===== config.mk =====
export PLATFORM = sky130hd
export DESIGN_NAME = fwds_mul
export DESIGN_NICKNAME = d
export VERILOG_FILES = /design/src/hdl/fwds_pkg.sv /design/src/hdl/fwds_mul.sv
export SDC_FILE = /design/constraint.sdc
export NUM_CORES = 1
export LEC_CHECK = 0
export BUFFER_PORTS_ARGS = -buffer_cell sky130_fd_sc_hd__buf_4
export CAP_MARGIN = 40
export CORE_ASPECT_RATIO = 1.2
export CORE_MARGIN = 4
export CORE_UTILIZATION = 41
export DETAILED_ROUTE_END_ITERATION = 6
export RECOVER_POWER = 100
export SYNTH_ARGS = -nofsm -noshare
export SYNTH_HDL_FRONTEND = slang
export SYNTH_SLANG_ARGS = --single-unit

===== constraint.sdc =====
create_clock -name clk -period 10.5 [get_ports clk]
set_clock_uncertainty 0.1 [all_clocks]
set_input_delay 2.1 -clock clk [delete_from_list [all_inputs] [get_ports clk]]
set_output_delay 2.1 -clock clk [all_outputs]
set_load 0.02 [all_outputs]

===== src/hdl/fwds_pkg.sv =====
package fwds_pkg;

  // item field widths
  localparam int unsigned POS_W      = 17;
  localparam int unsigned WT_W       = 17;
  localparam int unsigned CONTRIB_W  = 49;
  localparam int unsigned TOTAL_W    = 63;

  // stream word widths
  localparam int unsigned IN_DATA_W  = 40;
  localparam int unsigned OUT_DATA_W = 112;

  // tree entry widths
  localparam int unsigned SUM_W      = 33;
  localparam int unsigned CNT_W      = 17;
  localparam int unsigned EPOCH_W    = 8;

  // shared multiplier and distance datapath
  localparam int unsigned MUL_W      = 19;
  localparam int unsigned PROD_W     = 2 * MUL_W;
  localparam int unsigned DSUM_W     = PROD_W + 1;
  localparam int unsigned DIST_W     = 35;
  localparam int unsigned LO_W       = 18;
  localparam int unsigned LO_PW      = WT_W + LO_W;
  localparam int unsigned HI_PW      = WT_W + DIST_W - LO_W;
  localparam int unsigned FULL_W     = WT_W + DIST_W;

  localparam logic [EPOCH_W-1:0] EPOCH_MAX = '1;

  typedef struct packed {
    logic [EPOCH_W-1:0] epoch;
    logic [SUM_W-1:0]   sum;
    logic [CNT_W-1:0]   cnt;
  } fwds_entry_t;

  typedef enum logic [3:0] {
    ST_CLEAR,
    ST_IDLE,
    ST_QRY,
    ST_MUL_C,
    ST_DIST,
    ST_MUL_LO,
    ST_MUL_HI,
    ST_SUM,
    ST_ACC,
    ST_UPD,
    ST_FIN
  } fwds_state_t;

endpackage


===== src/hdl/fwds_mul.sv =====
module fwds_mul import fwds_pkg::*; (
  input  logic                     clk,
  input  logic                     en,
  input  logic signed [MUL_W-1:0]  a,
  input  logic signed [MUL_W-1:0]  b,
  output logic signed [PROD_W-1:0] prod_r
);

  // signed multiply, product registered
  always_ff @(posedge clk) begin
    if (en) begin
      prod_r <= a * b;
    end
  end

endmodule


Word level (Yosys, flattened, before mapping)
Index checks and enable logic that the tools add are counted.
Word-level totals
  register bits after elaboration: 38
  output and inout bits: 38
Operators by class
  multiply operators: 1
Operator list (number)
  $mul 19x19->38: 1

Depth between registers and ports, before layout
Gate-level depths: netlist of the first run.
  word-level depth: 1
  depth in mapped cells: 27
  depth with buffers taken out: 25

Worst setup path before layout of the first run
Ideal clock, no wire load.
  path type: in2reg
  start: in a[18]
  end: reg prod_r[34], data pin
  library setup time: 0.258 ns
  data arrival time: 8.322 ns
  data required time: 10.142 ns
  setup slack: 1.820 ns
  stages on the path: 25
  path buffers: 3
  path through: clkbuf_1 > clkbuf_1 > nand2_1 > fa_1 > inv_1 > fa_1 > fa_1 > inv_1 > fa_1 > inv_1 > fa_1 > inv_1 > fa_1 > inv_1 > ha_1 > ha_1 > clkbuf_1 > a21o_1 > a21o_1 > a31oi_1 > and3b_1 > o311ai_0 > and3_1 > a21oi_1 > xnor2_1
Between the ends
  cells in the longest elaborated chain, start to end: 1
RTL lines
  start, declared: line fwds_mul.sv:4  | input logic signed [MUL_W-1:0] a,
  $mul 19x19->38: line fwds_mul.sv:12  | prod_r <= a * b;
  end signal, assigned: line fwds_mul.sv:12
  end, declared: line fwds_mul.sv:6  | output logic signed [PROD_W-1:0] prod_r
Every way passes these cells.
A chain may end at the register's enable or synchronous reset.

Worst setup path in the final report of the first run
  start: in a[0]
  end: reg prod_r[36], data pin
The elaborated chain is that of the path after synthesis.

==> metrics.txt, run 1 <==
status=finished with violations; failing checks=capacitance limit, slew limit; Hold Path Origin=b[0]; required time of the critical path=10.45 ns; register area share after synthesis=0.0787; initial antenna violation count=0; Slew HR=-0.679; post-route cell area=about 15,000 µm²; # rows=75; vias in the first global route=11,100; Worst Setup End Kind=flip-flop; FF+latch count, synth=38; grt ovf=0; Clock Path Buffers=2; arrival time worst endpoint=between 9 and 10 ns; worst-path cell chain=clkbuf_1, nand2b_1, fa_1, fa_1, inv_1, fa_1, fa_1, fa_1, fa_1, fa_1, ha_1, nand4_1, nor4_1, nor2_1, o311ai_0, nand2_1, o31ai_1, xor2_1; Syn Std Cell Area=~14,000 µm²; Worst Hold Path EP=prod_r[0]; DRT iter0 DRCs=308; drt wl/cell=17.4 µm; vias post-DR=9,567; worst-path fanout max=19; minimum clock period=about 9.6 ns; Commonest cells post-synth=fa_1, inv_1, and2_1; unrepaired setup endpoints after global routing=false; post-route ant nets=0; Placed Area=15,500 µm²; DRC=0; global-route wire length before repair=59,000 µm; kind of critical path=primary input to flip-flop; cell taking the most area after synthesis=fa_1; period utilization=0.910; post-CTS setup repair buffer count=0; largest net degree at the start of global routing=39; port bufs=77; CP peak stage delay=approximately 0.75 ns; share of cells above drive strength 1=0.0327; Final Hold Vio Count=0; final setup vio count=0; FFs w/ async S/R, synth=0; Die Footprint=about 38,000 µm²; Die Y=214 µm; count leader, synth=fa_1; H-tree levels=2; Synth Area per Inst=slightly below 10 µm²; max FFs per register=38; top-area cell type share of the netlist area=0.510; CP max stage cell=clkbuf_1; vias per std cell=4.88; Synthesized Nets=between 1,500 and 2,000; initial core utilization=0.415; FMAX=105 MHz; PnR worst setup slack=roughly 0.95 ns; I/O pins=78; Hold Crit Depth=2; worst path bufs/invs=2; area grow syn2layout=6.50%; Num CTS Buffers=5; DP HPWL=28,600 µm; # hold bufs at CTS=0; post-cts sizing count=0; 1st-pass router iterations=4; Cell Count, Final, Fillers Out=1,960; Most flops, register=prod_r; die outline width=between 150 and 200 µm; total of max-cap violations=1; Fillers=3,432; CTS root buffer=clkbuf_16; Worst path most repeated cell=fa_1; GP Congestion=0.864; Crit path max-delay family=adder cells; Antenna Cells=0; post-placement cell count=1,952; cell count after synthesis=around 1,500; Synth Warn #=0; Core ar.=34,900 µm²; Layout Nets=2,019; Clock Pin Slew Worst Setup and Hold Paths=~0.070 ns; final wirelength=roughly 34,000 µm; Setup WS pre-CTS=approximately 1.1 ns; GR Util All Layers=0.190; final slew viol count=39; EDFF count, synth=38; CTS tree=yes; Top Registers=prod_r (38); worst slew pin tran=2.52 ns; prevailing post-synth register cell=edfxtp_1; clk sink count=38; Sum Neg Setup Slack=0 ns; top cells by area, synth=fa_1, ha_1, inv_1, and2_1, edfxtp_1; class of the worst hold path=primary input to flip-flop; startpoint type of the worst setup path=primary input; number of distinct library cells after synthesis=45
-- final cells by class --
type	count	area, µm²	area share
multi-input cells	1016	11800	0.764
inverters	357	1340	0.0868
flip-flops and latches	38	1140	0.0739
well taps	462	578	0.0375
repair buffers	79	439	0.0285
clock buffers	5	125	0.00811
clock inverters	3	16.3	0.00105
-- cell usage in the layout (no fill, tap or decap), drive strengths merged, types with 3 or more instances in the layout --
cell | netlist | routed
a21o | 20 | 20
inv | 357 | 357
xnor2 | 32 | 32
a21oi | 25 | 25
fa | 369 | 369
o21ai | 11 | 11
o21bai | 3 | 3
xor2 | 9 | 9
o31ai | 6 | 6
buf | 1 | 38
and2 | 184 | 184
nor3 | 5 | 5
nand3 | 5 | 5
nand2 | 166 | 166
nor2 | 27 | 27
o21a | 4 | 4
clkbuf | 53 | 46
ha | 113 | 113
nand2b | 7 | 7
a31oi | 3 | 3
a21boi | 3 | 3
o311ai | 3 | 3
edfxtp | 38 | 38
and3 | 3 | 3
-- logic make-up (layout without fill, tap and decap cells) --
group                      Yosys count  after routing  synth area share
adders and majority gates          482            482             0.607
and+or+nand+nor                    406            406             0.141
buffers and inverters              411            444             0.106
AOI/OAI and AO/OA                   87             87            0.0412
xor gates and xnor gates            41             41            0.0248
DFF                                 38             38            0.0787
-- metrics by stage --
step | utilization | hold slack, ns
floorplan | - | 2.11
global placement | 0.443 | 2.43
detailed placement | 0.443 | 2.43
CTS | 0.447 | 2.17
global route | 0.442 | 2.21
finish | 0.442 | 2.17
-- routing by layer --
| metal | up-vias | global-route usage | part of all wire |
|---|---|---|---|
| met2 | 164 | 0.345 | 0.53 |
| met1 | 5003 | 0.239 | 0.41 |
| met4 | 0 | 0.0539 | 0.031 |
| met5 | - | 0 | 0 |
| li1 | 4347 | - | - |
| met3 | 53 | 0.0214 | 0.032 |
-- worst max-delay path by stage --
stage,startpoint,to,slack (ns),cells past startpoint
after floorplan,a[18],prod_r[34],1.82,25
after global placement,a[17],prod_r[36],1.18,20
after detailed placement,a[17],prod_r[36],1.10,20
after CTS,a[17],prod_r[36],1.41,20
after global routing,a[0],prod_r[37],0.65,18
final,a[0],prod_r[36],0.95,18
Power of run 1 is not shown: default switching activity piles up to over one toggle a cycle in this logic, so the estimate is an artifact.
==> run 2: changes to the inputs <==
RECOVER_POWER = 50   (was 100)
==> run 2 against run 1 <==
Effect of this change:
- the flow still finishes with violations (capacitance limit, slew limit)
- critical path depth did not move
- highest routed layer unchanged
- clock-buffer cell count stayed put
- die area stayed put
- via count is essentially flat
- cell count unchanged
- non-clock buffer count did not move
- cell area increased by 0.62%
==> metrics.txt, run 2 (synthesized netlist as in run 1, its figures left out) <==
post-CTS setup repair buffer count=0 (unchanged); post-route ant nets=0 (unchanged); Most flops, register=prod_r; Hold Path Origin=b[0]; required time of the critical path=10.45 ns (about the same); FMAX=106 MHz (+1.4%); vias in the first global route=11,100 (unchanged); Die Y=214 µm (unchanged); Hold Crit Depth=2 (unchanged); Core ar.=34,900 µm² (unchanged); Final Hold Vio Count=0 (unchanged); Die Footprint=38,400 µm² (unchanged); initial core utilization=0.415 (unchanged); Slew HR=-0.704 (-0.0250); port bufs=77 (unchanged); largest net degree at the start of global routing=39 (unchanged); total of max-cap violations=1 (unchanged); clk sink count=38 (unchanged); vias per std cell=4.88 (about the same); DRC=0 (unchanged); share of cells above drive strength 1=0.0481 (+0.0154); minimum clock period=9.42 ns (-0.129 ns); CTS root buffer=clkbuf_16; GP Congestion=0.864 (unchanged); Worst Setup End Kind=flip-flop; die outline width=180 µm (unchanged); Sum Neg Setup Slack=0 ns (unchanged); class of the worst hold path=primary input to flip-flop; Num CTS Buffers=5 (unchanged); Layout Nets=2,019 (unchanged); post-placement cell count=1,952 (unchanged); startpoint type of the worst setup path=primary input; GR Util All Layers=0.190 (unchanged); fin util=0.445 (+0.00276); Clock Path Buffers=2 (unchanged); H-tree levels=2 (unchanged); Fillers=3,416 (-0.47%); arrival time worst endpoint=9.37 ns (-0.13 ns); worst-path fanout max=19 (unchanged); CTS tree=yes; Top Registers=prod_r (38); kind of critical path=primary input to flip-flop; drt wl/cell=17.5 µm (+0.21%); I/O pins=78 (unchanged); status=finished with violations; initial antenna violation count=0 (unchanged); period utilization=0.897 (-0.0123); # hold bufs at CTS=0 (unchanged); Cell Count, Final, Fillers Out=1,960 (unchanged); DRT iter0 DRCs=270 (-12%); max FFs per register=38 (unchanged); DP HPWL=28,600 µm (unchanged); 1st-pass router iterations=5 (+1); Antenna Cells=0 (unchanged); hold slack=2.18 ns (+0.00249 ns); final setup vio count=0 (unchanged); failing checks=capacitance limit, slew limit; vias post-DR=9,569 (+0.021%); final slew viol count=39 (unchanged); worst slew pin tran=2.56 ns (+0.0375 ns); global-route wire length before repair=59,000 µm (unchanged); area grow syn2layout=7.17%; # rows=75 (unchanged); leading cell type in the layout, fill and taps excluded=fa_1; Clock Pin Slew Worst Setup and Hold Paths=0.07 ns (about the same); final wirelength=34,200 µm (+0.21%); most frequent cells in the layout=fa_1, inv_1, and2_1, nand2_1, ha_1; grt ovf=0 (unchanged); Worst Hold Path EP=prod_r[0]; post-cts sizing count=0 (unchanged); unrepaired setup endpoints after global routing=false
run 2: cell count changes in the layout (fill, tap and decap cells not counted), sizes merged:
| cell | change |
|---|---|
| buf | +22 |
| clkbuf | -22 |
run 2: through the flow:
step	setup WS (ns)	instance area [µm²]
3_5_place_dp	1.10	15500
2_1_floorplan	1.82	14500
5_1_grt	0.883	15500
3_3_place_gp	1.18	15500
4_1_cts	1.41	15600
6_report	1.08	15500
run 2: routing by layer:
layer	global-route usage	up-vias	wire, µm
li1	-	4348	-
met1	0.239	5012	14000
met2	0.345	158	18200
met3	0.0214	51	997
met4	0.0539	0	1040
met5	0	-	0
run 2: critical path, cell delays in order:
cell and delay [ns]:
clkbuf_1 0.75, nand2b_1 0.22, fa_1 0.43, fa_1 0.49, inv_1 0.05, fa_1 0.48
fa_1 0.51, fa_1 0.42, fa_1 0.52, fa_1 0.42, ha_1 0.40, nand4_1 0.28
nor4_1 0.67, nor2_1 0.36, o311ai_1 0.55, nand2_1 0.17, o31ai_1 0.40, xor2_1 0.12
run 2: how the worst max path moves through the flow:
| stage | startpoint | endpoint | slack (ns) | cells after the start |
|---|---|---|---|---|
| floorplan | a[18] | prod_r[34] | 1.82 | 25 |
| global placement | a[17] | prod_r[36] | 1.18 | 20 |
| detailed placement | a[17] | prod_r[36] | 1.10 | 20 |
| CTS | a[17] | prod_r[36] | 1.41 | 20 |
| global route | a[0] | prod_r[36] | 0.88 | 18 |
| finish | a[0] | prod_r[36] | 1.08 | 18 |
run 2: area by class of cell:
cell class              instances  area (µm²)  share of cell area
clock inverters                 3        16.3             0.00105
repair buffers                 79         522              0.0336
multi-input cells            1016       11800               0.760
flip-flops and latches         38        1140              0.0735
clock buffers                   5         125             0.00806
well taps                     462         578              0.0372
inverters                     357        1340              0.0863
Power of run 2 is left out for the same reason.
==> run 3: changes to the inputs <==
PLACE_DENSITY = 0.56   (was default)
==> run 3 against run 2 <==
Effect of this change:
- the flow still finishes with violations (capacitance limit, slew limit)
- sequential share of layout area barely moved
- global-route usage barely moved
- routed wire length rose by 0.38%
- die area did not move
- worst setup slack got worse by 0.28 ns
- critical endpoint unchanged
- highest routed layer unchanged
==> metrics.txt, run 3 (synthesized netlist as in run 1, its figures left out) <==
GR Util All Layers=0.190 (about the same); CP peak stage delay=0.83 ns (+0.08 ns); Sum Neg Setup Slack=0 ns (unchanged); minimum clock period=9.70 ns (+0.278 ns); largest net degree at the start of global routing=39 (unchanged); DRC=0 (unchanged); class of the worst hold path=primary input to flip-flop; die outline width=180 µm (unchanged); # rows=75 (unchanged); startpoint type of the worst setup path=primary input; Die Footprint=38,400 µm² (unchanged); vias in the first global route=10,900 (-1.1%); initial antenna violation count=1 (+1); global routing's busiest layer=met2; post-route ant nets=0 (unchanged); failing checks=capacitance limit, slew limit; Worst path most repeated cell=fa_1; CP startpoint=a[0]; worst-path cell chain=clkbuf_1, nand2b_1, fa_1, fa_1, inv_1, fa_1, fa_1, fa_1, fa_1, fa_1, ha_1, nand4_1, nor4_1, nor2_1, o311ai_1, nand2_1, o31ai_1, xor2_1; Core ar.=34,900 µm² (unchanged); final setup vio count=0 (unchanged); met2 usage=0.345 (unchanged); vias post-DR=9,517 (-0.54%); Die Y=214 µm (unchanged); arrival time worst endpoint=9.65 ns (+0.28 ns); H-tree levels=2 (unchanged); final wirelength=34,400 µm (+0.38%); Layout Nets=2,019 (unchanged); I/O pins=78 (unchanged); DRT iter0 DRCs=360 (+33%); met3 GRT Util=0.0253 (+0.00391); CP max stage cell=clkbuf_1; post-CTS setup repair buffer count=0 (unchanged); Hold Path Origin=b[0]; unrepaired setup endpoints after global routing=false; # hold bufs at CTS=0 (unchanged); port bufs=77 (unchanged); Top Registers=prod_r (38); CTS tree=yes; worst slew pin tran=2.50 ns (-0.0550 ns); period utilization=0.924 (+0.0265); Most flops, register=prod_r; clk sink count=38 (unchanged); Clock Path Buffers=2 (unchanged); status=finished with violations; drt wl/cell=17.5 µm (+0.38%); vias per std cell=4.86 (-0.54%); required time of the critical path=10.45 ns (about the same); Worst Setup End Kind=flip-flop; Clock Pin Slew Worst Setup and Hold Paths=0.07 ns (about the same); share of cells above drive strength 1=0.0481 (unchanged); grt ovf=0 (unchanged); GP Congestion=0.929 (+7.5%); Final Hold Vio Count=0 (unchanged); leading cell type in the layout, fill and taps excluded=fa_1; final slew viol count=39 (unchanged); met1 Resource Use GR=0.239 (-0.000441); post-cts sizing count=0 (unchanged); Antenna Cells=0 (unchanged); max FFs per register=38 (unchanged); Num CTS Buffers=5 (unchanged); global-route wire length before repair=58,500 µm (-0.73%); area grow syn2layout=7.50%; FMAX=103 MHz (-2.9%); 1st-pass router iterations=4 (-1); DP HPWL=29,000 µm (+1.2%); kind of critical path=primary input to flip-flop; most frequent cells in the layout=fa_1, inv_1, and2_1, nand2_1, ha_1; CTS root buffer=clkbuf_16; initial core utilization=0.415 (unchanged); Slew HR=-0.668 (+0.0367); worst-path fanout max=19 (unchanged); total of max-cap violations=1 (unchanged)
[run 3: metrics by stage]
| step | std cells | setup WS, ns | utilization | hold WS, ns | cell area, µm² |
|---|---|---|---|---|---|
| after detailed placement | 1952 | 0.933 | 0.443 | 2.43 | 15500 |
| final | 1960 | 0.799 | 0.446 | 2.19 | 15600 |
| after CTS | 1960 | 1.24 | 0.448 | 2.17 | 15600 |
| after floorplan | 1465 | 1.82 | - | 2.11 | 14500 |
| after global placement | 1952 | 0.949 | 0.443 | 2.43 | 15500 |
| after global routing | 1960 | 0.501 | 0.446 | 2.22 | 15600 |
[run 3: critical path: cells and delay by family]
family	cells	cell delay, ns
fa+ha+maj	8	3.72
buf+inv	2	0.88
compound gates	2	0.87
simple gates	5	1.96
xor+xnor	1	0.11
[run 3: cell type report]
| type | count | area, µm² |
|---|---|---|
| clock buffer | 5 | 125 |
| clock inverter | 3 | 63.8 |
| fill | 3394 | 19300 |
| inverter | 357 | 1340 |
| multi-input combinational | 1016 | 11800 |
| sequential | 38 | 1140 |
| tap | 462 | 578 |
| timing repair buffer | 79 | 522 |
[run 3: path summary, 6_finish.rpt]
path / slack, ns / end / depth (start not counted)
max: 0.80 / prod_r[36] / 18
min: 2.19 / prod_r[0] / 2
[run 3: metal layers]
layer | wire length [µm] | share of wire
met3 | 1060 | 0.031
met4 | 809 | 0.024
met2 | 18400 | 0.53
met5 | 0 | 0
met1 | 14100 | 0.41
Power of run 3 is left out for the same reason.
